## src/hdl/mtrq_pkg.sv

```systemverilog
package mtrq_pkg;

    typedef logic signed [11:0] exp_t;

    typedef enum logic [1:0]
    {
        FMT_U8,
        FMT_S8,
        FMT_FP32,
        FMT_BF16
    } fmt_t;

    localparam logic [1:0]  REG_SCALE    = 2'd0;
    localparam logic [1:0]  REG_OFFSET   = 2'd1;
    localparam logic [1:0]  REG_FORMAT   = 2'd2;
    localparam logic [31:0] QNAN_DEFAULT = 32'hFFC0_0000;
    localparam logic [31:0] SCALE_RESET  = 32'h3F80_0000;

    typedef struct packed
    {
        logic [1:0] row;
        logic [1:0] col;
        logic       last;
    } elem_tag_t;

    function automatic logic is_nan(input logic [31:0] b);
        return (b[30:23] == 8'hFF) && (b[22:0] != 23'd0);
    endfunction

    function automatic logic is_inf(input logic [31:0] b);
        return (b[30:23] == 8'hFF) && (b[22:0] == 23'd0);
    endfunction

    function automatic logic is_zero(input logic [31:0] b);
        return b[30:0] == 31'd0;
    endfunction

    function automatic logic [5:0] lzc64(input logic [63:0] v);
        logic [5:0] pos;
        pos = 6'd0;
        for (int i = 0; i < 64; i++)
        begin
            if (v[i])
            begin
                pos = 6'(i);
            end
        end
        return 6'd63 - pos;
    endfunction

    function automatic logic [63:0] shift_sticky(input logic [63:0] v, input exp_t d);
        logic [63:0] mask;
        mask = (64'd1 << d[5:0]) - 64'd1;
        if (d <= 12'sd0)
        begin
            return v;
        end
        else if (d >= 12'sd64)
        begin
            return {63'd0, |v};
        end
        return (v >> d[5:0]) | {63'd0, |(v & mask)};
    endfunction

    // m normalised with bit 63 set, value m * 2^e
    function automatic logic [31:0] round_pack(input logic s, input logic [63:0] m,
                                               input exp_t e);
        exp_t         be;
        exp_t         bef;
        exp_t         sh;
        logic [127:0] t;
        logic [63:0]  q;
        logic         g;
        logic         st;
        logic [24:0]  rnd;
        logic [35:0]  w;
        be = e + 12'sd190;
        if (be >= 12'sd1)
        begin
            sh  = 12'sd40;
            bef = be;
        end
        else
        begin
            sh  = 12'sd41 - be;
            bef = 12'sd1;
        end
        t = {m, 64'd0} >> sh[6:0];
        if (sh >= 12'sd65)
        begin
            q  = 64'd0;
            g  = 1'b0;
            st = 1'b0;
        end
        else
        begin
            q  = t[127:64];
            g  = t[63];
            st = |t[62:0];
        end
        rnd = 25'(q) + {24'd0, g & (st | q[0])};
        w   = (36'($unsigned(bef - 12'sd1)) << 23) + 36'(rnd);
        if (w >= (36'd255 << 23))
        begin
            return {s, 8'hFF, 23'd0};
        end
        return {s, w[30:0]};
    endfunction

    function automatic logic [7:0] round_mag(input logic [31:0] b, input logic [7:0] cap);
        logic [7:0]  ex;
        logic [23:0] m;
        exp_t        e;
        logic [4:0]  sh;
        logic [24:0] q;
        logic [23:0] rem;
        logic [23:0] half;
        ex = b[30:23];
        m  = (ex == 8'd0) ? {1'b0, b[22:0]} : {1'b1, b[22:0]};
        e  = (ex == 8'd0) ? -12'sd149 : $signed({4'd0, ex}) - 12'sd150;
        sh = 5'(12'sd0 - e);
        q  = 25'(m >> sh);
        rem  = m & ((24'd1 << sh) - 24'd1);
        half = 24'd1 << (sh - 5'd1);
        if (is_inf(b))
        begin
            return cap;
        end
        if (m == 24'd0)
        begin
            return 8'd0;
        end
        if (e >= 12'sd0)
        begin
            return cap;
        end
        if (e <= -12'sd25)
        begin
            return 8'd0;
        end
        if (rem > half || (rem == half && q[0]))
        begin
            q = q + 25'd1;
        end
        return (q > 25'(cap)) ? cap : q[7:0];
    endfunction

    function automatic logic [31:0] convert_out(input logic [31:0] f, input fmt_t fmt);
        logic [31:0] rsum;
        logic [7:0]  mag;
        rsum = f + 32'h0000_7FFF + {31'd0, f[16]};
        mag  = 8'd0;
        case (fmt)
            FMT_U8:
            begin
                if (is_nan(f) || f[31])
                begin
                    return 32'd0;
                end
                return {24'd0, round_mag(f, 8'd255)};
            end
            FMT_S8:
            begin
                if (is_nan(f))
                begin
                    return 32'h0000_0080;
                end
                if (f[31])
                begin
                    mag = round_mag(f, 8'd128);
                    return {24'd0, 8'd0 - mag};
                end
                return {24'd0, round_mag(f, 8'd127)};
            end
            FMT_FP32:
            begin
                return f;
            end
            FMT_BF16:
            begin
                if (is_nan(f))
                begin
                    return {16'd0, f[31:16] | 16'h0040};
                end
                if (f[30:23] == 8'd0)
                begin
                    return {16'd0, f[31], 15'd0};
                end
                return {16'd0, rsum[31:16]};
            end
            default:
            begin
                return f;
            end
        endcase
    endfunction

endpackage

```

## src/hdl/mtrq_mac_cell.sv

```systemverilog
module mtrq_mac_cell
    import mtrq_pkg::*;
(
    input  logic        clk,
    input  logic        rst_n,
    input  logic        acc_en,
    input  logic        shift_en,
    input  logic [7:0]  a_byte,
    input  logic [7:0]  b_byte,
    input  logic [31:0] acc_in,
    output logic [31:0] acc_out
);

    logic [31:0]        acc_reg;
    logic [31:0]        acc_next;
    logic signed [16:0] prod;

    assign prod = $signed({1'b0, a_byte}) * $signed({b_byte[7], b_byte});

    always_comb
    begin
        acc_next = acc_reg;
        if (shift_en)
        begin
            acc_next = acc_in;
        end
        else if (acc_en)
        begin
            acc_next = acc_reg + {{15{prod[16]}}, prod};
        end
    end

    always_ff @(posedge clk or negedge rst_n)
    begin
        if (!rst_n)
        begin
            acc_reg <= 32'd0;
        end
        else
        begin
            acc_reg <= acc_next;
        end
    end

    assign acc_out = acc_reg;

endmodule

```

## config.mk

```make
export PLATFORM = sky130hd
export DESIGN_NAME = mtrq_mac_cell
export DESIGN_NICKNAME = d
export VERILOG_FILES = /design/src/hdl/mtrq_pkg.sv /design/src/hdl/mtrq_mac_cell.sv
export SDC_FILE = /design/constraint.sdc
export NUM_CORES = 1
export LEC_CHECK = 0
export BUFFER_PORTS_ARGS = -buffer_cell sky130_fd_sc_hd__buf_2
export CORE_MARGIN = 3
export CORE_UTILIZATION = 45
export CTS_CLUSTER_DIAMETER = 40
export DETAILED_ROUTE_END_ITERATION = 8
export MAX_ROUTING_LAYER = met4
export PLACE_DENSITY_LB_ADDON = 0.2
export SLEW_MARGIN = 5
export SYNTH_ARGS = -nofsm -noshare
export SYNTH_HDL_FRONTEND = slang
export SYNTH_SLANG_ARGS = --single-unit
```

## constraint.sdc

```tcl
create_clock -name clk -period 4.3 [get_ports clk]
set_clock_uncertainty 0.15 [all_clocks]
set_input_delay 0.43 -clock clk [delete_from_list [all_inputs] [get_ports clk]]
set_output_delay 0.43 -clock clk [all_outputs]
set_load 0.05 [all_outputs]
```

* Word level (Yosys, flattened, before mapping)
Index checks and enable logic that the tools add are counted.
** Operators by class
- Reductions and logical operators :: 1
- Multipliers :: 1
- Add/sub/neg operators :: 1
- Muxes and demuxes :: 2
** Operator list (count)
- 2-to-1 mux 32 bit :: 2
- adder 32 bit :: 1
- multiplier 9 x 8 -> 17 bit :: 1
- nonzero test 2 bit :: 1
** Word-level totals
- Bits in registers :: 32
- Output and inout bits :: 32
- Input port bits :: 52

* Longest topological paths before layout
Gate-level depths: netlist of run 1.
- Word-level depth :: 4
- Gate-level depth with buffers :: 29
- Gate-level depth less buffers :: 29

* Worst setup path before layout of run 1
Ideal clock, no wire load.
- Path type :: input port to flip-flop
- Start :: input port b_byte[7]
- End :: register acc_reg[28] (netlist: acc_out[28])
- Required time :: 4.019 ns
- Stages :: 24
- Path buffers :: 0
- Path slack :: -2.837 ns
- Data arrival time :: 6.856 ns
- Cells stage by stage :: inv_1 > nor2_1 > fa_1 > fa_1 > fa_1 > inv_1 > fa_1 > inv_1 > ha_1 > or2_2 > a21oi_1 > a21oi_1 > a211oi_1 > a21oi_1 > xnor2_1 > ha_1 > a21oi_2 > nor2b_1 > o41a_1 > a32o_2 > a21o_1 > a21oi_1 > nor4_1 > or3_1
** Between the ends
- Word-level cells in the longest chain between the ends :: 4
** RTL lines
- start, declared :: line mtrq_mac_cell.sv:9 : input logic [7:0] b_byte,
- multiplier 9 x 8 -> 17 bit :: line mtrq_mac_cell.sv:18 : assign prod = $signed({1'b0, a_byte}) * $signed({b_byte[7], b_byte});
- adder 32 bit :: line mtrq_mac_cell.sv:29 : acc_next = acc_reg + {{15{prod[16]}}, prod};
- 2-to-1 mux 32 bit :: line mtrq_mac_cell.sv:27 : else if (acc_en)
- 2-to-1 mux 32 bit :: line mtrq_mac_cell.sv:23 : if (shift_en)
- end signal, assigned :: line mtrq_mac_cell.sv:41 : acc_reg <= acc_next;
- end, declared :: line mtrq_mac_cell.sv:14 : logic [31:0] acc_reg;
No other way between the ends. The select of a mux whose other input is x is not followed.
A chain may end at the register's enable or synchronous reset.

* Worst setup path after layout of run 1
- Start :: input port a_byte[5]
- End :: register acc_reg[28] (netlist: acc_out[28])
** Between the ends
- Word-level cells in the longest chain between the ends :: 4
** RTL lines
- start, declared :: line mtrq_mac_cell.sv:8 : input logic [7:0] a_byte,
- multiplier 9 x 8 -> 17 bit :: line mtrq_mac_cell.sv:18
- adder 32 bit :: line mtrq_mac_cell.sv:29
- 2-to-1 mux 32 bit :: line mtrq_mac_cell.sv:27
- 2-to-1 mux 32 bit :: line mtrq_mac_cell.sv:23
No other way between the ends. The select of a mux whose other input is x is not followed.

==> results of run 1 <==
kinds of logic (layout without fill, tap and decap cells):
logic type	Yosys count	count (layout)	share of synthesized area [%]
buffers and inverters	75	305	5.533
AOI/OAI and AO/OA	144	144	18.69
DFF	32	32	15.40
and+or+nand+nor	186	186	17.73
adders and majority gates	114	114	32.91
muxes	19	19	3.680
xor gates and xnor gates	36	36	6.062
worst reg2reg max path, cell delays in order, from the launching register on:
cell and delay [ns]:
dfrtp_1 0.40, ha_1 0.25, fa_1 0.44, a211oi_1 0.41, o21ai_2 0.16, nand2_4 0.11, a31oi_4 0.10, a32o_2 0.26
a21o_1 0.17, a21oi_2 0.14, nor4_1 0.06, or3_1 0.39
placed cells by master, fill, tap and decap left out, drive strengths merged, types with 3 or more instances in the layout:
cell type	netlist	final
buf	5	234
ha	76	76
inv	63	62
nand2	57	57
and2	43	43
o21ai	42	42
a21oi	40	40
fa	38	38
nor2	36	36
dfrtp	32	32
xnor2	32	32
mux2i	18	18
a21o	15	15
nand3	11	11
nor3	9	9
nor2b	9	9
clkbuf	7	7
o21bai	6	6
a22oi	5	5
nand2b	5	5
and3	5	5
xor2	4	4
a211oi	4	4
a31oi	4	4
a211o	3	3
a31o	3	3
o41ai	3	3
how the worst min path moves through the flow:
stage                     start          end  slack [ns]  cells past startpoint
floorplan                 rst_n   acc_out[0]       -0.02                      0
global route              rst_n  acc_out[13]        0.16                      1
detailed placement  acc_out[29]  acc_out[29]        0.38                      2
global placement    acc_out[25]  acc_out[25]        0.38                      2
CTS                       rst_n  acc_out[18]        0.13                      1
finish                    rst_n  acc_out[13]         0.1                      1
final cells by class:
class,instances,area (µm²)
clock buffers,7,142.6
clock inverters,1,7.507
repair buffers,234,1738
fillers,793,3017
flip-flops and latches,32,800.8
well taps,140,175.2
inverters,63,245.2
multi-input cells,499,4952
per-layer routing:
layer,wire length [µm],GRT usage [%],up-vias
li1,-,-,2553
met3,390,2.334,35
met4,289,5.048,0
met1,6504,28.89,2561
met2,8651,45.62,115
met5,0,-,-
per-stage QoR:
step | cells | setup WS, ns
after floorplan | 606 | -1.895
after global placement | 931 | -2.139
after detailed placement | 931 | -2.225
after CTS | 964 | -1.898
after global routing | 976 | -2.283
final | 976 | -2.059
timing repair:
| item | CTS | global route |
|---|---|---|
| endpoints found under the setup margin | 24 | 26 |
| setup buffers | 29 | 17 |
| pin swaps | 70 | 62 |
| resized for setup | 106 | 64 |
==> results.json, run 1 <==
{
  "failed_checks": "setup timing",
  "fin_nets": 1001,
  "rrSetupSlack_ns": 1.14,
  "fin_setup_tns_ns": -37.01,
  "synth_seq_cells": 32,
  "status": "finished with violations",
  "fin_crit_sh_pct": 147.9,
  "finalCriticalPeriod_ns": 6.359,
  "dpl.hpwl_mm": 11.47,
  "drtIter0Drc": 202,
  "cts_root_buf": "clkbuf_16",
  "final_core_util_pct": 72.77,
  "netlist_instances": 606,
  "synth_common_cells": "76 x ha_1, 63 x inv_1, 56 x nand2_1",
  "timing.rr.start": "acc_out[0]",
  "cts_made_buffers": 5,
  "die_y_um": 113.5,
  "wl_mm": 15.83,
  "worstPathRequired_ns": 4.30,
  "grt_max_degree": 64,
  "cp_slowest_stage_delay_ns": 0.56,
  "synth_edf_count": 0,
  "clk_pin_slew_ns": 0.06,
  "cpLargestDelayFamily": "compound AO/OA/AOI/OAI gates",
  "area_growth_pct": 54.99,
  "post-synth-top-count-cell": "ha_1",
  "grt_pass1_wl_mm": 25.58,
  "portBuffers": 83,
  "slew_viol_final": 0,
  "r2r_cells": 11,
  "max_slew_margin_pct": 31.92,
  "ys_seq_area_share_pct": 15.40,
  "yosys.cell_types.count": 60,
  "crit_cells": 30,
  "die-area_mm2": 0.01288,
  "diodes": 0,
  "vias": 5264,
  "hold_class": "primary input to asynchronous set/reset pin",
  "cp_num_buf_inv": 5,
  "core-area_mm2": 0.01108,
  "synth.avg_cell_area_um2": 8.583,
  "clkLatencyLatePin_ns": 0.28,
  "rows": 38,
  "start_util_pct": 46.95,
  "cts_tree": "built",
  "gp_congestion": 0.9009,
  "cp-end-kind": "flop",
  "crit_arrival_ns": 6.36,
  "fin_ws_ns": -2.059,
  "gr-total-overflow": 0,
  "whs_ns": 0.09917,
  "reg2reg_to": "acc_out[28]",
  "syn_nets": 772,
  "setup_viol": 25,
  "synthArstFlopShare_pct": 100.0,
  "synth_top_area_share_pct": 18.28,
  "yosysWarnings": 0,
  "crit_path_start_kind": "primary input",
  "startpoint": "a_byte[5]",
  "clock_path_buffers": 2,
  "grt.total_usage_pct": 24.60,
  "htree_levels": 2,
  "viasPerCell": 5.393,
  "drive_gt1_share_pct": 45.10,
  "ys_top_cells_by_area": "ha_1 18%, dfrtp_1 15%, fa_1 15%",
  "clock-sinks": 32,
  "drtPass1Iterations": 5,
  "tightest_slew_ns": 1.021,
  "drtAntennaViolNets": 0,
  "wl_per_cell_um": 16.22,
  "largest_reg_flops": 32,
  "netlist_area_mm2": 0.005201,
  "antenna_found_initial": 0,
  "first_global_vias": 5571,
  "cp_slowest_cell": "fa_1",
  "yosysTopAreaCell": "ha_1",
  "rsz0062_at_grt": "true",
  "clock.fmax_mhz": 157.3,
  "die_x_um": 113.5,
  "hold_violations": 0,
  "crit_end": "acc_out[28]",
  "worstSetupPathType": "primary input to flop",
  "route.detailed.drc": 0,
  "final_area_mm2": 0.008061,
  "boundaryPins": 84,
  "ys.flop_type": "dfrtp_1",
  "drv_cap": 0,
  "cts_hold_buf": 0,
  "placed_area_mm2": 0.006827,
  "worst-path-max-fanout": 5
}
Power of run 1 is not shown: default switching activity piles up to over one toggle a cycle in this logic, so the estimate is an artifact.
==> inputs of run 2 (changes only) <==
--- a/config.mk
+++ b/config.mk
@@ -11,7 +11,7 @@
 export CTS_CLUSTER_DIAMETER = 40
 export DETAILED_ROUTE_END_ITERATION = 8
 export MAX_ROUTING_LAYER = met4
-export PLACE_DENSITY_LB_ADDON = 0.2
+export PLACE_DENSITY = 0.66
 export SLEW_MARGIN = 5
 export SYNTH_ARGS = -nofsm -noshare
 export SYNTH_HDL_FRONTEND = slang
==> run 2 against run 1 <==
- the run still ends with setup timing left
- register-to-register slack better by 0.07 ns
- first-iteration DRC count up 6.9%
- maximum frequency up 3.6%
- die area unchanged
- final area down 4.5%
- via count down 4.5%
- non-clock buffer count down 19
- core utilization down 3.3 points
==> results.json, run 2 (synthesis gave the netlist of run 1 again) <==
{
  "status": "finished with violations",
  "failed_checks": "setup timing",
  "worst-path-max-fanout": 4,
  "fin_ws_ns": -1.835,
  "grt.total_usage_pct": 23.61,
  "first_global_vias": 5208,
  "gr-total-overflow": 0,
  "clk_pin_slew_ns": 0.06,
  "drive_gt1_share_pct": 43.08,
  "slew_viol_final": 0,
  "layout_common_cells": "118 x buf_4, 72 x buf_2, 56 x ha_1, 51 x nand2_1, 46 x inv_1",
  "cp-end-kind": "flop",
  "crit_path_start_kind": "primary input",
  "cp_num_buf_inv": 6,
  "rrSetupSlack_ns": 1.21,
  "worstPathRequired_ns": 4.31,
  "gp_congestion": 0.9330,
  "cts_made_buffers": 5,
  "fin_crit_sh_pct": 142.7,
  "dpl.hpwl_mm": 11.01,
  "drtPass1Iterations": 4,
  "rsz0062_at_grt": "true",
  "whs_ns": 0.07339,
  "cts_tree": "built",
  "rows": 38,
  "layout_commonest_cell": "buf_4",
  "clock-sinks": 32,
  "fin_nets": 982,
  "powerDensity_mw_per_mm2": 989.5,
  "tightest_slew_ns": 1.002,
  "p_leak_nw": 3.827,
  "diodes": 0,
  "grt_pass1_wl_mm": 24.39,
  "area_growth_pct": 48.06,
  "drv_cap": 0,
  "clkLatencyLatePin_ns": 0.28,
  "portBuffers": 83,
  "wl_per_cell_um": 15.37,
  "cts_root_buf": "clkbuf_16",
  "worstSetupPathType": "primary input to flop",
  "crit_arrival_ns": 6.15,
  "nFillCells": 885,
  "wl_mm": 14.71,
  "max_slew_margin_pct": 33.18,
  "start_util_pct": 46.95,
  "ir_drop_v": 0.0009391,
  "clock_path_buffers": 2,
  "cp_slowest_stage_delay_ns": 0.54,
  "clock.fmax_mhz": 163.0,
  "final_core_util_pct": 69.52,
  "dp_cells": 923,
  "drtAntennaViolNets": 0,
  "route.detailed.drc": 0,
  "largest_reg_flops": 32,
  "die_x_um": 113.5,
  "boundaryPins": 84,
  "viasPerCell": 5.252,
  "cpLargestDelayFamily": "adder cells",
  "cpMostUsedCell": "fa_1",
  "core-area_mm2": 0.01108,
  "htree_levels": 2,
  "die_y_um": 113.5,
  "drtIter0Drc": 216,
  "die-area_mm2": 0.01288,
  "instances_no_fill": 957,
  "hold_violations": 0,
  "vias": 5026,
  "finalCriticalPeriod_ns": 6.135,
  "cp_slowest_cell": "fa_1",
  "grt_max_degree": 64,
  "setup_viol": 24,
  "hold_class": "primary input to asynchronous set/reset pin",
  "antenna_found_initial": 0
}
run 2: cell types whose count changed in the layout (fill, tap and decap cells not counted), moves of 4 or more:
cell and change:
buf_4 -14, ha_1 +5, ha_4 -5, a21oi_4 -4, buf_8 -4, inv_2 +4
nand2_1 +4, nor2_1 +4
run 2: path summary, 6_finish.rpt:
path	start	end	cells after the start
setup / recovery	b_byte[7]	acc_out[30]	28
hold / removal	rst_n	acc_out[23]	1
setup reg to reg	acc_out[0]	acc_out[30]	11
hold reg to reg	acc_out[26]	acc_out[26]	2
max in group asynchronous	rst_n	acc_out[12]	1
min in group clk	acc_in[5]	acc_out[5]	3
run 2: where the power goes:
| part | switching, mW | internal, mW | total [mW] | leakage, nW |
|---|---|---|---|---|
| sequential | 0.122 | 0.410 | 0.532 | 0.384 |
| combinational | 3.28 | 3.43 | 6.71 | 3.37 |
| clock | 0.148 | 0.229 | 0.376 | 0.0766 |
run 2: layer usage:
metal  vias up  track usage, %  share of wire, %
met5         -               -                 0
met4         0           4.487               1.3
li1       2517               -                 -
met2        91           39.50                50
met1      2398           30.94                45
met3        20           3.183               3.3
run 2: cell type report:
class / count / area [µm²] / share of cell area [%]
Multi-Input combinational cell: 499 / 4797 / 62.29
Timing Repair Buffer: 215 / 1536 / 19.95
Sequential cell: 32 / 800.8 / 10.40
Inverter: 63 / 242.7 / 3.152
Tap cell: 140 / 175.2 / 2.275
Clock buffer: 6 / 138.9 / 1.803
Clock inverter: 2 / 10.01 / 0.1300
run 2: what timing repair did:
| action | CTS | global route |
|---|---|---|
| gates resized for setup | 83 | 53 |
| setup endpoints to repair | 24 | 25 |
| buffers inserted | 20 | 13 |
| pin swaps | 59 | 46 |
| hold buffers | 0 | 0 |
run 2: stage by stage:
step | worst slack (ns) | TNS (ns) | area [µm²] | power [mW]
final | -1.835 | -33.56 | 7701 | 7.620
after global routing | -2.057 | -38.67 | 7701 | 8.229
after CTS | -1.894 | -33.56 | 7395 | 6.901
after detailed placement | -2.199 | -42.72 | 6766 | 5.791
after global placement | -2.156 | -41.64 | 6766 | 5.704
after floorplan | -1.895 | -29.29 | 5425 | 4.053
run 2: worst register-to-register path, stage by stage (launching register included):
cell      delay (ns)
dfrtp_1         0.40
ha_1            0.25
fa_1            0.45
a211oi_1        0.36
o21ai_2         0.13
nand2_2         0.12
a31oi_4         0.11
a32o_2          0.27
o41ai_4         0.33
o31ai_2         0.12
xnor2_1         0.19
o21ai_1         0.08
Note: power is estimated with default switching activity, not from simulation.
