### src/hdl/mtrq_pkg.sv
package mtrq_pkg;

    typedef logic signed [11:0] exp_t;

    typedef enum logic [1:0]
    {
        FMT_U8,
        FMT_S8,
        FMT_FP32,
        FMT_BF16
    } fmt_t;

    localparam logic [1:0]  REG_SCALE    = 2'd0;
    localparam logic [1:0]  REG_OFFSET   = 2'd1;
    localparam logic [1:0]  REG_FORMAT   = 2'd2;
    localparam logic [31:0] QNAN_DEFAULT = 32'hFFC0_0000;
    localparam logic [31:0] SCALE_RESET  = 32'h3F80_0000;

    typedef struct packed
    {
        logic [1:0] row;
        logic [1:0] col;
        logic       last;
    } elem_tag_t;

    function automatic logic is_nan(input logic [31:0] b);
        return (b[30:23] == 8'hFF) && (b[22:0] != 23'd0);
    endfunction

    function automatic logic is_inf(input logic [31:0] b);
        return (b[30:23] == 8'hFF) && (b[22:0] == 23'd0);
    endfunction

    function automatic logic is_zero(input logic [31:0] b);
        return b[30:0] == 31'd0;
    endfunction

    function automatic logic [5:0] lzc64(input logic [63:0] v);
        logic [5:0] pos;
        pos = 6'd0;
        for (int i = 0; i < 64; i++)
        begin
            if (v[i])
            begin
                pos = 6'(i);
            end
        end
        return 6'd63 - pos;
    endfunction

    function automatic logic [63:0] shift_sticky(input logic [63:0] v, input exp_t d);
        logic [63:0] mask;
        mask = (64'd1 << d[5:0]) - 64'd1;
        if (d <= 12'sd0)
        begin
            return v;
        end
        else if (d >= 12'sd64)
        begin
            return {63'd0, |v};
        end
        return (v >> d[5:0]) | {63'd0, |(v & mask)};
    endfunction

    // m normalised with bit 63 set, value m * 2^e
    function automatic logic [31:0] round_pack(input logic s, input logic [63:0] m,
                                               input exp_t e);
        exp_t         be;
        exp_t         bef;
        exp_t         sh;
        logic [127:0] t;
        logic [63:0]  q;
        logic         g;
        logic         st;
        logic [24:0]  rnd;
        logic [35:0]  w;
        be = e + 12'sd190;
        if (be >= 12'sd1)
        begin
            sh  = 12'sd40;
            bef = be;
        end
        else
        begin
            sh  = 12'sd41 - be;
            bef = 12'sd1;
        end
        t = {m, 64'd0} >> sh[6:0];
        if (sh >= 12'sd65)
        begin
            q  = 64'd0;
            g  = 1'b0;
            st = 1'b0;
        end
        else
        begin
            q  = t[127:64];
            g  = t[63];
            st = |t[62:0];
        end
        rnd = 25'(q) + {24'd0, g & (st | q[0])};
        w   = (36'($unsigned(bef - 12'sd1)) << 23) + 36'(rnd);
        if (w >= (36'd255 << 23))
        begin
            return {s, 8'hFF, 23'd0};
        end
        return {s, w[30:0]};
    endfunction

    function automatic logic [7:0] round_mag(input logic [31:0] b, input logic [7:0] cap);
        logic [7:0]  ex;
        logic [23:0] m;
        exp_t        e;
        logic [4:0]  sh;
        logic [24:0] q;
        logic [23:0] rem;
        logic [23:0] half;
        ex = b[30:23];
        m  = (ex == 8'd0) ? {1'b0, b[22:0]} : {1'b1, b[22:0]};
        e  = (ex == 8'd0) ? -12'sd149 : $signed({4'd0, ex}) - 12'sd150;
        sh = 5'(12'sd0 - e);
        q  = 25'(m >> sh);
        rem  = m & ((24'd1 << sh) - 24'd1);
        half = 24'd1 << (sh - 5'd1);
        if (is_inf(b))
        begin
            return cap;
        end
        if (m == 24'd0)
        begin
            return 8'd0;
        end
        if (e >= 12'sd0)
        begin
            return cap;
        end
        if (e <= -12'sd25)
        begin
            return 8'd0;
        end
        if (rem > half || (rem == half && q[0]))
        begin
            q = q + 25'd1;
        end
        return (q > 25'(cap)) ? cap : q[7:0];
    endfunction

    function automatic logic [31:0] convert_out(input logic [31:0] f, input fmt_t fmt);
        logic [31:0] rsum;
        logic [7:0]  mag;
        rsum = f + 32'h0000_7FFF + {31'd0, f[16]};
        mag  = 8'd0;
        case (fmt)
            FMT_U8:
            begin
                if (is_nan(f) || f[31])
                begin
                    return 32'd0;
                end
                return {24'd0, round_mag(f, 8'd255)};
            end
            FMT_S8:
            begin
                if (is_nan(f))
                begin
                    return 32'h0000_0080;
                end
                if (f[31])
                begin
                    mag = round_mag(f, 8'd128);
                    return {24'd0, 8'd0 - mag};
                end
                return {24'd0, round_mag(f, 8'd127)};
            end
            FMT_FP32:
            begin
                return f;
            end
            FMT_BF16:
            begin
                if (is_nan(f))
                begin
                    return {16'd0, f[31:16] | 16'h0040};
                end
                if (f[30:23] == 8'd0)
                begin
                    return {16'd0, f[31], 15'd0};
                end
                return {16'd0, rsum[31:16]};
            end
            default:
            begin
                return f;
            end
        endcase
    endfunction

endpackage

### src/hdl/mtrq_requant.sv
module mtrq_requant
    import mtrq_pkg::*;
(
    input  logic        clk,
    input  logic        rst_n,
    input  logic        in_valid,
    output logic        in_ready,
    input  logic [31:0] in_acc,
    input  elem_tag_t   in_tag,
    input  logic [31:0] scale,
    input  logic [31:0] offset,
    input  fmt_t        fmt,
    output logic        out_valid,
    input  logic        out_ready,
    output logic [31:0] out_value,
    output elem_tag_t   out_tag
);

    typedef enum logic [2:0]
    {
        ST_IDLE,
        ST_NORM,
        ST_ROUND,
        ST_MUL,
        ST_ALIGN,
        ST_ADD,
        ST_CONV
    } state_t;

    state_t      state_reg;
    logic        fma_phase_reg;
    logic        rs_reg;
    logic [63:0] r_reg;
    exp_t        eb_reg;
    logic [63:0] m_reg;
    exp_t        e_reg;
    logic [31:0] xf_reg;
    logic [31:0] y_reg;
    logic [47:0] p_reg;
    exp_t        ep_reg;
    logic        ps_reg;
    logic        zz_reg;
    logic [63:0] big_reg;
    logic [63:0] small_reg;
    exp_t        d_reg;
    logic        bs_reg;
    logic        ss_reg;
    elem_tag_t   tag_reg;
    logic        out_valid_reg;
    logic [31:0] out_value_reg;
    elem_tag_t   out_tag_reg;

    logic [31:0] mag;
    logic [5:0]  norm_lz;
    logic [31:0] rounded;
    logic        ps;
    logic        zs;
    logic        spec_hit;
    logic [31:0] spec_val;
    logic [23:0] mx;
    logic [23:0] my;
    exp_t        ex;
    exp_t        ey;
    logic [5:0]  p_lz;
    logic [5:0]  c_lz;
    logic [63:0] pn;
    logic [63:0] cn;
    exp_t        epn;
    exp_t        ezn;
    logic [63:0] small_sh;
    logic        load_out;

    assign mag     = in_acc[31] ? (32'd0 - in_acc) : in_acc;
    assign norm_lz = lzc64(r_reg);
    assign rounded = round_pack(rs_reg, m_reg, e_reg);

    assign ps = xf_reg[31] ^ scale[31];
    assign zs = offset[31];
    assign mx = (xf_reg[30:23] == 8'd0) ? {1'b0, xf_reg[22:0]} : {1'b1, xf_reg[22:0]};
    assign my = (scale[30:23] == 8'd0) ? {1'b0, scale[22:0]} : {1'b1, scale[22:0]};
    assign ex = (xf_reg[30:23] == 8'd0) ? -12'sd149
                                         : $signed({4'd0, xf_reg[30:23]}) - 12'sd150;
    assign ey = (scale[30:23] == 8'd0) ? -12'sd149
                                        : $signed({4'd0, scale[30:23]}) - 12'sd150;

    always_comb
    begin
        spec_hit = 1'b1;
        spec_val = 32'd0;
        if (is_nan(xf_reg))
        begin
            spec_val = xf_reg | 32'h0040_0000;
        end
        else if (is_nan(scale))
        begin
            spec_val = scale | 32'h0040_0000;
        end
        else if (is_nan(offset))
        begin
            spec_val = offset | 32'h0040_0000;
        end
        else if ((is_inf(xf_reg) && is_zero(scale)) || (is_zero(xf_reg) && is_inf(scale)))
        begin
            spec_val = QNAN_DEFAULT;
        end
        else if (is_inf(xf_reg) || is_inf(scale))
        begin
            spec_val = (is_inf(offset) && zs != ps) ? QNAN_DEFAULT : {ps, 8'hFF, 23'd0};
        end
        else if (is_inf(offset))
        begin
            spec_val = offset;
        end
        else if (is_zero(xf_reg) || is_zero(scale))
        begin
            spec_val = is_zero(offset) ? {ps & zs, 31'd0} : offset;
        end
        else
        begin
            spec_hit = 1'b0;
        end
    end

    assign p_lz = lzc64({16'd0, p_reg});
    assign c_lz = lzc64({40'd0, (offset[30:23] == 8'd0) ? 1'b0 : 1'b1, offset[22:0]});
    assign pn   = {16'd0, p_reg} << (p_lz - 6'd2);
    assign cn   = {40'd0, (offset[30:23] == 8'd0) ? 1'b0 : 1'b1, offset[22:0]} << (c_lz - 6'd2);
    assign epn  = ep_reg - 12'(p_lz - 6'd2);
    assign ezn  = ((offset[30:23] == 8'd0) ? -12'sd149
                                            : $signed({4'd0, offset[30:23]}) - 12'sd150)
                  - 12'(c_lz - 6'd2);

    assign small_sh = shift_sticky(small_reg, d_reg);
    assign load_out = (state_reg == ST_CONV) && (!out_valid_reg || out_ready);

    always_ff @(posedge clk or negedge rst_n)
    begin
        if (!rst_n)
        begin
            state_reg     <= ST_IDLE;
            out_valid_reg <= 1'b0;
        end
        else
        begin
            if (load_out)
            begin
                out_valid_reg <= 1'b1;
            end
            else if (out_ready)
            begin
                out_valid_reg <= 1'b0;
            end
            case (state_reg)
                ST_IDLE:
                begin
                    if (in_valid)
                    begin
                        tag_reg       <= in_tag;
                        fma_phase_reg <= 1'b0;
                        rs_reg        <= in_acc[31];
                        r_reg         <= {32'd0, mag};
                        eb_reg        <= 12'sd0;
                        xf_reg        <= 32'd0;
                        state_reg     <= (mag == 32'd0) ? ST_MUL : ST_NORM;
                    end
                end
                ST_NORM:
                begin
                    if (r_reg == 64'd0)
                    begin
                        y_reg     <= 32'd0;
                        state_reg <= ST_CONV;
                    end
                    else
                    begin
                        m_reg     <= r_reg << norm_lz;
                        e_reg     <= eb_reg - 12'(norm_lz);
                        state_reg <= ST_ROUND;
                    end
                end
                ST_ROUND:
                begin
                    if (fma_phase_reg)
                    begin
                        y_reg     <= rounded;
                        state_reg <= ST_CONV;
                    end
                    else
                    begin
                        xf_reg    <= rounded;
                        state_reg <= ST_MUL;
                    end
                end
                ST_MUL:
                begin
                    if (spec_hit)
                    begin
                        y_reg     <= spec_val;
                        state_reg <= ST_CONV;
                    end
                    else
                    begin
                        p_reg     <= mx * my;
                        ep_reg    <= ex + ey;
                        ps_reg    <= ps;
                        zz_reg    <= is_zero(offset);
                        state_reg <= ST_ALIGN;
                    end
                end
                ST_ALIGN:
                begin
                    if (zz_reg || epn >= ezn)
                    begin
                        big_reg   <= pn;
                        bs_reg    <= ps_reg;
                        eb_reg    <= epn;
                        small_reg <= zz_reg ? 64'd0 : cn;
                        ss_reg    <= zs;
                        d_reg     <= zz_reg ? 12'sd0 : epn - ezn;
                    end
                    else
                    begin
                        big_reg   <= cn;
                        bs_reg    <= zs;
                        eb_reg    <= ezn;
                        small_reg <= pn;
                        ss_reg    <= ps_reg;
                        d_reg     <= ezn - epn;
                    end
                    state_reg <= ST_ADD;
                end
                ST_ADD:
                begin
                    fma_phase_reg <= 1'b1;
                    if (bs_reg == ss_reg)
                    begin
                        r_reg  <= big_reg + small_sh;
                        rs_reg <= bs_reg;
                    end
                    else if (big_reg >= small_sh)
                    begin
                        r_reg  <= big_reg - small_sh;
                        rs_reg <= bs_reg;
                    end
                    else
                    begin
                        r_reg  <= small_sh - big_reg;
                        rs_reg <= ss_reg;
                    end
                    state_reg <= ST_NORM;
                end
                ST_CONV:
                begin
                    if (load_out)
                    begin
                        out_value_reg <= convert_out(y_reg, fmt);
                        out_tag_reg   <= tag_reg;
                        state_reg     <= ST_IDLE;
                    end
                end
                default:
                begin
                    state_reg <= ST_IDLE;
                end
            endcase
        end
    end

    assign in_ready  = state_reg == ST_IDLE;
    assign out_valid = out_valid_reg;
    assign out_value = out_value_reg;
    assign out_tag   = out_tag_reg;

endmodule

### config.mk
export PLATFORM = sky130hd
export DESIGN_NAME = mtrq_requant
export DESIGN_NICKNAME = d
export VERILOG_FILES = /design/src/hdl/mtrq_pkg.sv /design/src/hdl/mtrq_requant.sv
export SDC_FILE = /design/constraint.sdc
export NUM_CORES = 2
export LEC_CHECK = 0
export BUFFER_PORTS_ARGS = -buffer_cell sky130_fd_sc_hd__clkbuf_2
export CORE_ASPECT_RATIO = 1.1
export CORE_MARGIN = 5
export CORE_UTILIZATION = 30
export CTS_BUF_LIST = sky130_fd_sc_hd__clkbuf_8
export DETAILED_ROUTE_END_ITERATION = 8
export PLACE_DENSITY = 0.43
export SKIP_LAST_GASP = 1
export SYNTH_ARGS = -nofsm -noshare
export SYNTH_HDL_FRONTEND = slang
export SYNTH_SLANG_ARGS = --single-unit
### constraint.sdc
create_clock -name clk -period 17.75 [get_ports clk]
set_input_delay 0 -clock clk [delete_from_list [all_inputs] [get_ports clk]]
set_output_delay 0 -clock clk [all_outputs]
set_load 0.02 [all_outputs]
---- After elaboration in Yosys (flattened, before gate mapping) ----
Cells that the tools add are included.
W data, S select, Z words.
cells by class
  eq/ne operators ......................... 22
  multipliers ............................. 1
  add/subtract/negate cells ............... 34
  reduce and logical (&&, ||, !) cells .... 59
  bitwise logic cells ..................... 9
  shift operators ......................... 9
  order comparisons ....................... 13
  divide/modulo/power cells ............... 0
  muxes and demuxes ....................... 376
operators with widths
  cell                    number
  $mux W32                27
  $mux W6                 124
  $mux W25                28
  $mux W64                9
  $mux W8                 32
  $pmux W32 S4            1
  $pmux W64 S2            1
  $reduce_or A64 Y1       2
  $shr A128 B7 Y89        1
  $sub A64 B64 Y64        2
  $mux W1                 123
  $mux W12                10
  $pmux W32 S3            1
  $logic_not A31 Y1       3
  $logic_not A23 Y1       4
  $reduce_bool A23 Y1     4
  $mux W24                3
  $add A64 B64 Y64        1
  $and A64 B64 Y64        1
  $ge A64 B64 Y1          1
  $logic_not A64 Y1       1
  $or A64 B1 Y64          1
  $pmux W32 S2            1
  $shl A1 B6 Y64 const A  1
  73 further kinds        141
storage, ports and cells
  latch bits .............................. 0
  bits in writable memories ............... 0
  memories ................................ 0
  logic and storage cells ................. 549
  output and inout bits ................... 39
  memory bits (read-only) ................. 0
  bits in registers ....................... 468
  bits of input ports ..................... 107

---- Logic depth before layout (Yosys ltp) ----
  depth in word-level cells ............... 65
  mapped depth ............................ 42
  depth with buffers taken out ............ 35

---- Least setup slack after synthesis ----
OpenSTA, ideal clock, no wires.
  kind .................................... register to register
  from .................................... register e_reg[1]
  to ...................................... register y_reg[20] (data pin)
  arrival time ............................ 8003 ps
  setup slack ............................. 9492 ps
  library setup time ...................... 255 ps
  period minus slack after synthesis ...... 8258 ps
  cell stages (with the launch flop) ...... 41
  path buffers ............................ 9
  cell sequence ........................... edfxtp_1 -> inv_2 -> clkbuf_1 -> clkbuf_1 -> buf_1 -> ha_1 -> buf_2 -> nor4b_4 -> o21a_1 -> xnor2_2 -> buf_4 -> buf_6 -> buf_6 -> buf_6 -> nand3_1 -> a211oi_1 -> nor4_1 -> a311oi_1 -> [5 not listed] -> ha_1 -> nand4_1 -> nor4_4 -> nand4_1 -> xnor2_1 -> nor2_1 -> fa_1 -> nand4_1 -> or3_1 -> nor3_1 -> nor2_1 -> o221ai_1 -> a31o_2 -> or2_1 -> clkbuf_1 -> nor2_1 -> mux2_1 -> a31o_1
on the way
  cells in the longest elaborated chain, start to end .. 15
  elaborated cells on any way between the ends .. 21
ends and longest elaborated chain
  item                                                     RTL line                        RTL
  start: declaration                                       mtrq_requant.sv:36              exp_t e_reg;
  start signal: assignment                                 mtrq_requant.sv:177             e_reg <= eb_reg - 12'(norm_lz);
  $add A12 B9 Y12 *                                        mtrq_pkg.sv:77                  be = e + 12'sd190;
  $sub A7 B12 Y12 / $ge A12 B2 Y1 (equally long branches)  mtrq_pkg.sv:85, mtrq_pkg.sv:78
  $mux W12                                                 mtrq_pkg.sv:78                  if (be >= 12'sd1)
  $shr A128 B7 Y89                                         mtrq_pkg.sv:88                  t = {m, 64'd0} >> sh[6:0];
  $reduce_or A63 Y1                                        mtrq_pkg.sv:99                  st = |t[62:0];
  $mux W1                                                  mtrq_pkg.sv:89                  if (sh >= 12'sd65)
  $or A1 B1 Y1                                             mtrq_pkg.sv:101                 rnd = 25'(q) + {24'd0, g & (st | q[0])};
  $and A1 B1 Y1                                            mtrq_pkg.sv:101
  $add A25 B1 Y25                                          mtrq_pkg.sv:101
  $add A35 B25 Y36 *                                       mtrq_pkg.sv:102                 w = (36'($unsigned(bef - 12'sd1)) << 23) + 36'(rnd);
  $ge A36 B31 Y1                                           mtrq_pkg.sv:103                 if (w >= (36'd255 << 23))
  $mux W1                                                  mtrq_pkg.sv:103
  $mux W32 *                                               mtrq_pkg.sv:107                 return {s, w[30:0]};
  $mux W32 *                                               mtrq_requant.sv:183             if (fma_phase_reg)
  $pmux W32 S3 *                                           mtrq_requant.sv:153             case (state_reg)
  end signal: assignment                                   mtrq_requant.sv:185             y_reg <= rounded;
  end signal: assignment                                   mtrq_requant.sv:198             y_reg <= spec_val;
  end: declaration                                         mtrq_requant.sv:38              logic [31:0] y_reg;
Mark *: on every way between the ends. The rest lies on a longest branch, timed or not. The select of a mux whose other input is x is not followed.
A chain may end at the register's enable or synchronous reset.

---- Final worst setup path ----
  from .................................... register e_reg[1]
  to ...................................... register y_reg[13] (data pin)
Same word-level chain as after synthesis.

==> flow_metrics.tcl <==
set metrics [dict create \
    reg2reg_from "e_reg[1]" \
    wl_um 394200 \
    wl_per_cell_um 28.69 \
    post-cts-setup-buffers 0 \
    worstPathArrival_ns 11.76 \
    synth-edff-count 464 \
    synth_area_sq_um 81070 \
    grt_pass1_vias 80739 \
    multiInputGateArea_sq_um 61450 \
    finalSetupTns_ns 0 \
    skew_ns 0.06736 \
    overflow 0 \
    cts_tree "built" \
    r2r_end "y_reg[13]" \
    dp_hpwl_um 307700 \
    drive_above_1_share 0.07750 \
    die_y_um 555.2 \
    clock-sinks 468 \
    cts.repair.resized 0 \
    synth_seq_cells 468 \
    clock_path_buffers 3 \
    synth_commonest_cells "1308 x nand2_1, 879 x nor2_1, 822 x inv_1" \
    dr.first_iter.drc_count 8610 \
    clock_latency_ns 0.83 \
    clk_pin_slew_ns 0.07 \
    ys_types 131 \
    max-slew-margin-rel 0.1145 \
    first_pass_iters 6 \
    crit_start "e_reg[1]" \
    async_flop_share 0.008547 \
    min_to "p_reg[0]" \
    drc_errors 0 \
    end_kind "flop" \
    ys_seq_area_frac 0.1731 \
    grt_first_pass_wirelength_um 570300 \
    dieArea_sq_um 280800 \
    finalSetupViolCount 0 \
    ctsHoldBuffers 90 \
    min-delay-start "scale[0]" \
    cts_buffers 86 \
    grt_max_degree 140 \
    max_clock_freq_ghz 0.08970 \
    yosysTopAreaCell "edfxtp_1" \
    run_status "completed" \
    yosysTopAreaCellShare 0.1719 \
    area_delta_synth_final_pct 8.289 \
    synth_area_leaders "edfxtp_1 17%, fa_1 12%, ha_1 7.2%" \
    finalWeightedCongestion 0.9714 \
    maxCapViolCount 0 \
    design.portCount 146 \
    nFillCells 28756 \
    initial_core_util 0.3008 \
    cts_root_buffer "clkbuf_8" \
    finalHoldViolCount 0 \
    core-area_sq_um 269500 \
    crit_fanout 38 \
    synth-main-ff-cell "edfxtp_1" \
    min_period_ns 11.15 \
    path_class "reg -> reg" \
    ff2ff_setup_slack_ns 6.60 \
    ant_nets 0 \
    final-seq-area_sq_um 14030 \
    yosys_warnings 0 \
    crit_required_ns 18.36 \
    drv_slew 0 \
    crit_path_top_delay_cell "ha_1" \
    htreeDepth 3 \
    start_kind "flop" \
    rsz0062_at_grt "false" \
    min_path_cells 2 \
    antenna_found_initial 21 \
    io_buffers 145 \
    viasPerCell 5.964 \
    nets 11186 \
    fin_crit_sh 0.6280 \
    postSynthCellCount 10284 \
    worstMarginPinSlew_ns 1.314 \
    vias 81948 \
    reg2reg_depth 34 \
    num_rows 200 \
    hold_path.class "in -> reg" \
    gr-usage-all-layers 0.2694 \
    syn_area_per_cell_sq_um 7.883 \
    die-width_um 505.7 \
    yosysMostFrequentCell "nand2_1" \
    cp_slowest_stage_delay_ns 0.93 \
]
==> layout make-up <==
type,instances,share of cell area
Inverter,835,0.03570
Clock buffer,86,0.01348
Tap cell,3535,0.05038
Sequential cell,468,0.1598
Timing Repair Buffer,416,0.03415
Clock inverter,75,0.006157
Antenna cell,12,0.0003420
Multi-Input combinational cell,8314,0.6999
==> metal layers <==
metal,track usage,part of all wire
met1,0.3507,0.42
met2,0.4408,0.46
met5,0,0.00012
met3,0.03891,0.068
met4,0.1246,0.055
==> critical path: cells and delay by family, from the launching register on <==
| family | cells | cell delay (ns) |
|---|---|---|
| compound gates | 10 | 2.55 |
| flops | 1 | 0.73 |
| mux | 1 | 0.34 |
| buf+inv | 4 | 1.14 |
| fa+ha+maj | 3 | 1.46 |
| xor+xnor | 1 | 0.18 |
| simple gates | 15 | 4.51 |
==> worst max path at each step <==
| stage | slack (ns) | end |
|---|---|---|
| global route | 5.79 | y_reg[13] |
| finish | 6.60 | y_reg[13] |
| floorplan | 9.49 | y_reg[20] |
| CTS | 6.71 | y_reg[13] |
| detailed placement | 6.79 | y_reg[13] |
| global placement | 6.75 | y_reg[13] |
==> placed cells by master, fill, tap and decap left out, types with 127 or more instances in the layout <==
| master | instances |
|---|---|
| and2_1 | 291 |
| buf_4 | 180 |
| fa_1 | 492 |
| clkbuf_2 | 145 |
| mux2i_1 | 488 |
| nand2_1 | 1304 |
| a21oi_1 | 749 |
| nor3_1 | 221 |
| inv_1 | 846 |
| xnor2_1 | 167 |
| o21ai_0 | 630 |
| a211oi_1 | 127 |
| ha_1 | 466 |
| nor2_1 | 873 |
| edfxtp_1 | 464 |
| nand3_1 | 197 |
==> logic make-up after synthesis <==
kind of cell / count (synthesis) / synth area share
AOI/OAI and AO/OA: 2856 / 0.2299
xor gates and xnor gates: 287 / 0.03164
adders and majority gates: 960 / 0.1937
buffers and inverters: 1511 / 0.07321
DFF: 468 / 0.1731
muxes: 657 / 0.09431
other: 2 / 0.00009263
and+or+nand+nor: 3543 / 0.2041
==> metrics by stage <==
| stage | area [sq um] | instances | setup WS (ns) | utilization | hold WS (ns) |
|---|---|---|---|---|---|
| 2_1_floorplan | 81110 | 10293 | 9.492 | - | -0.2956 |
| 3_3_place_gp | 85130 | 13477 | 6.754 | 0.3159 | -0.1185 |
| 3_5_place_dp | 85130 | 13477 | 6.795 | 0.3159 | -0.1143 |
| 4_1_cts | 87760 | 13728 | 6.711 | 0.3256 | 0.0009840 |
| 5_1_grt | 87780 | 13735 | 5.794 | 0.3257 | 0.04441 |
| 6_report | 87790 | 13741 | 6.602 | 0.3258 | 0.07522 |
Power is not shown: default switching activity piles up to over one toggle a cycle in this logic, so the estimate is an artifact.
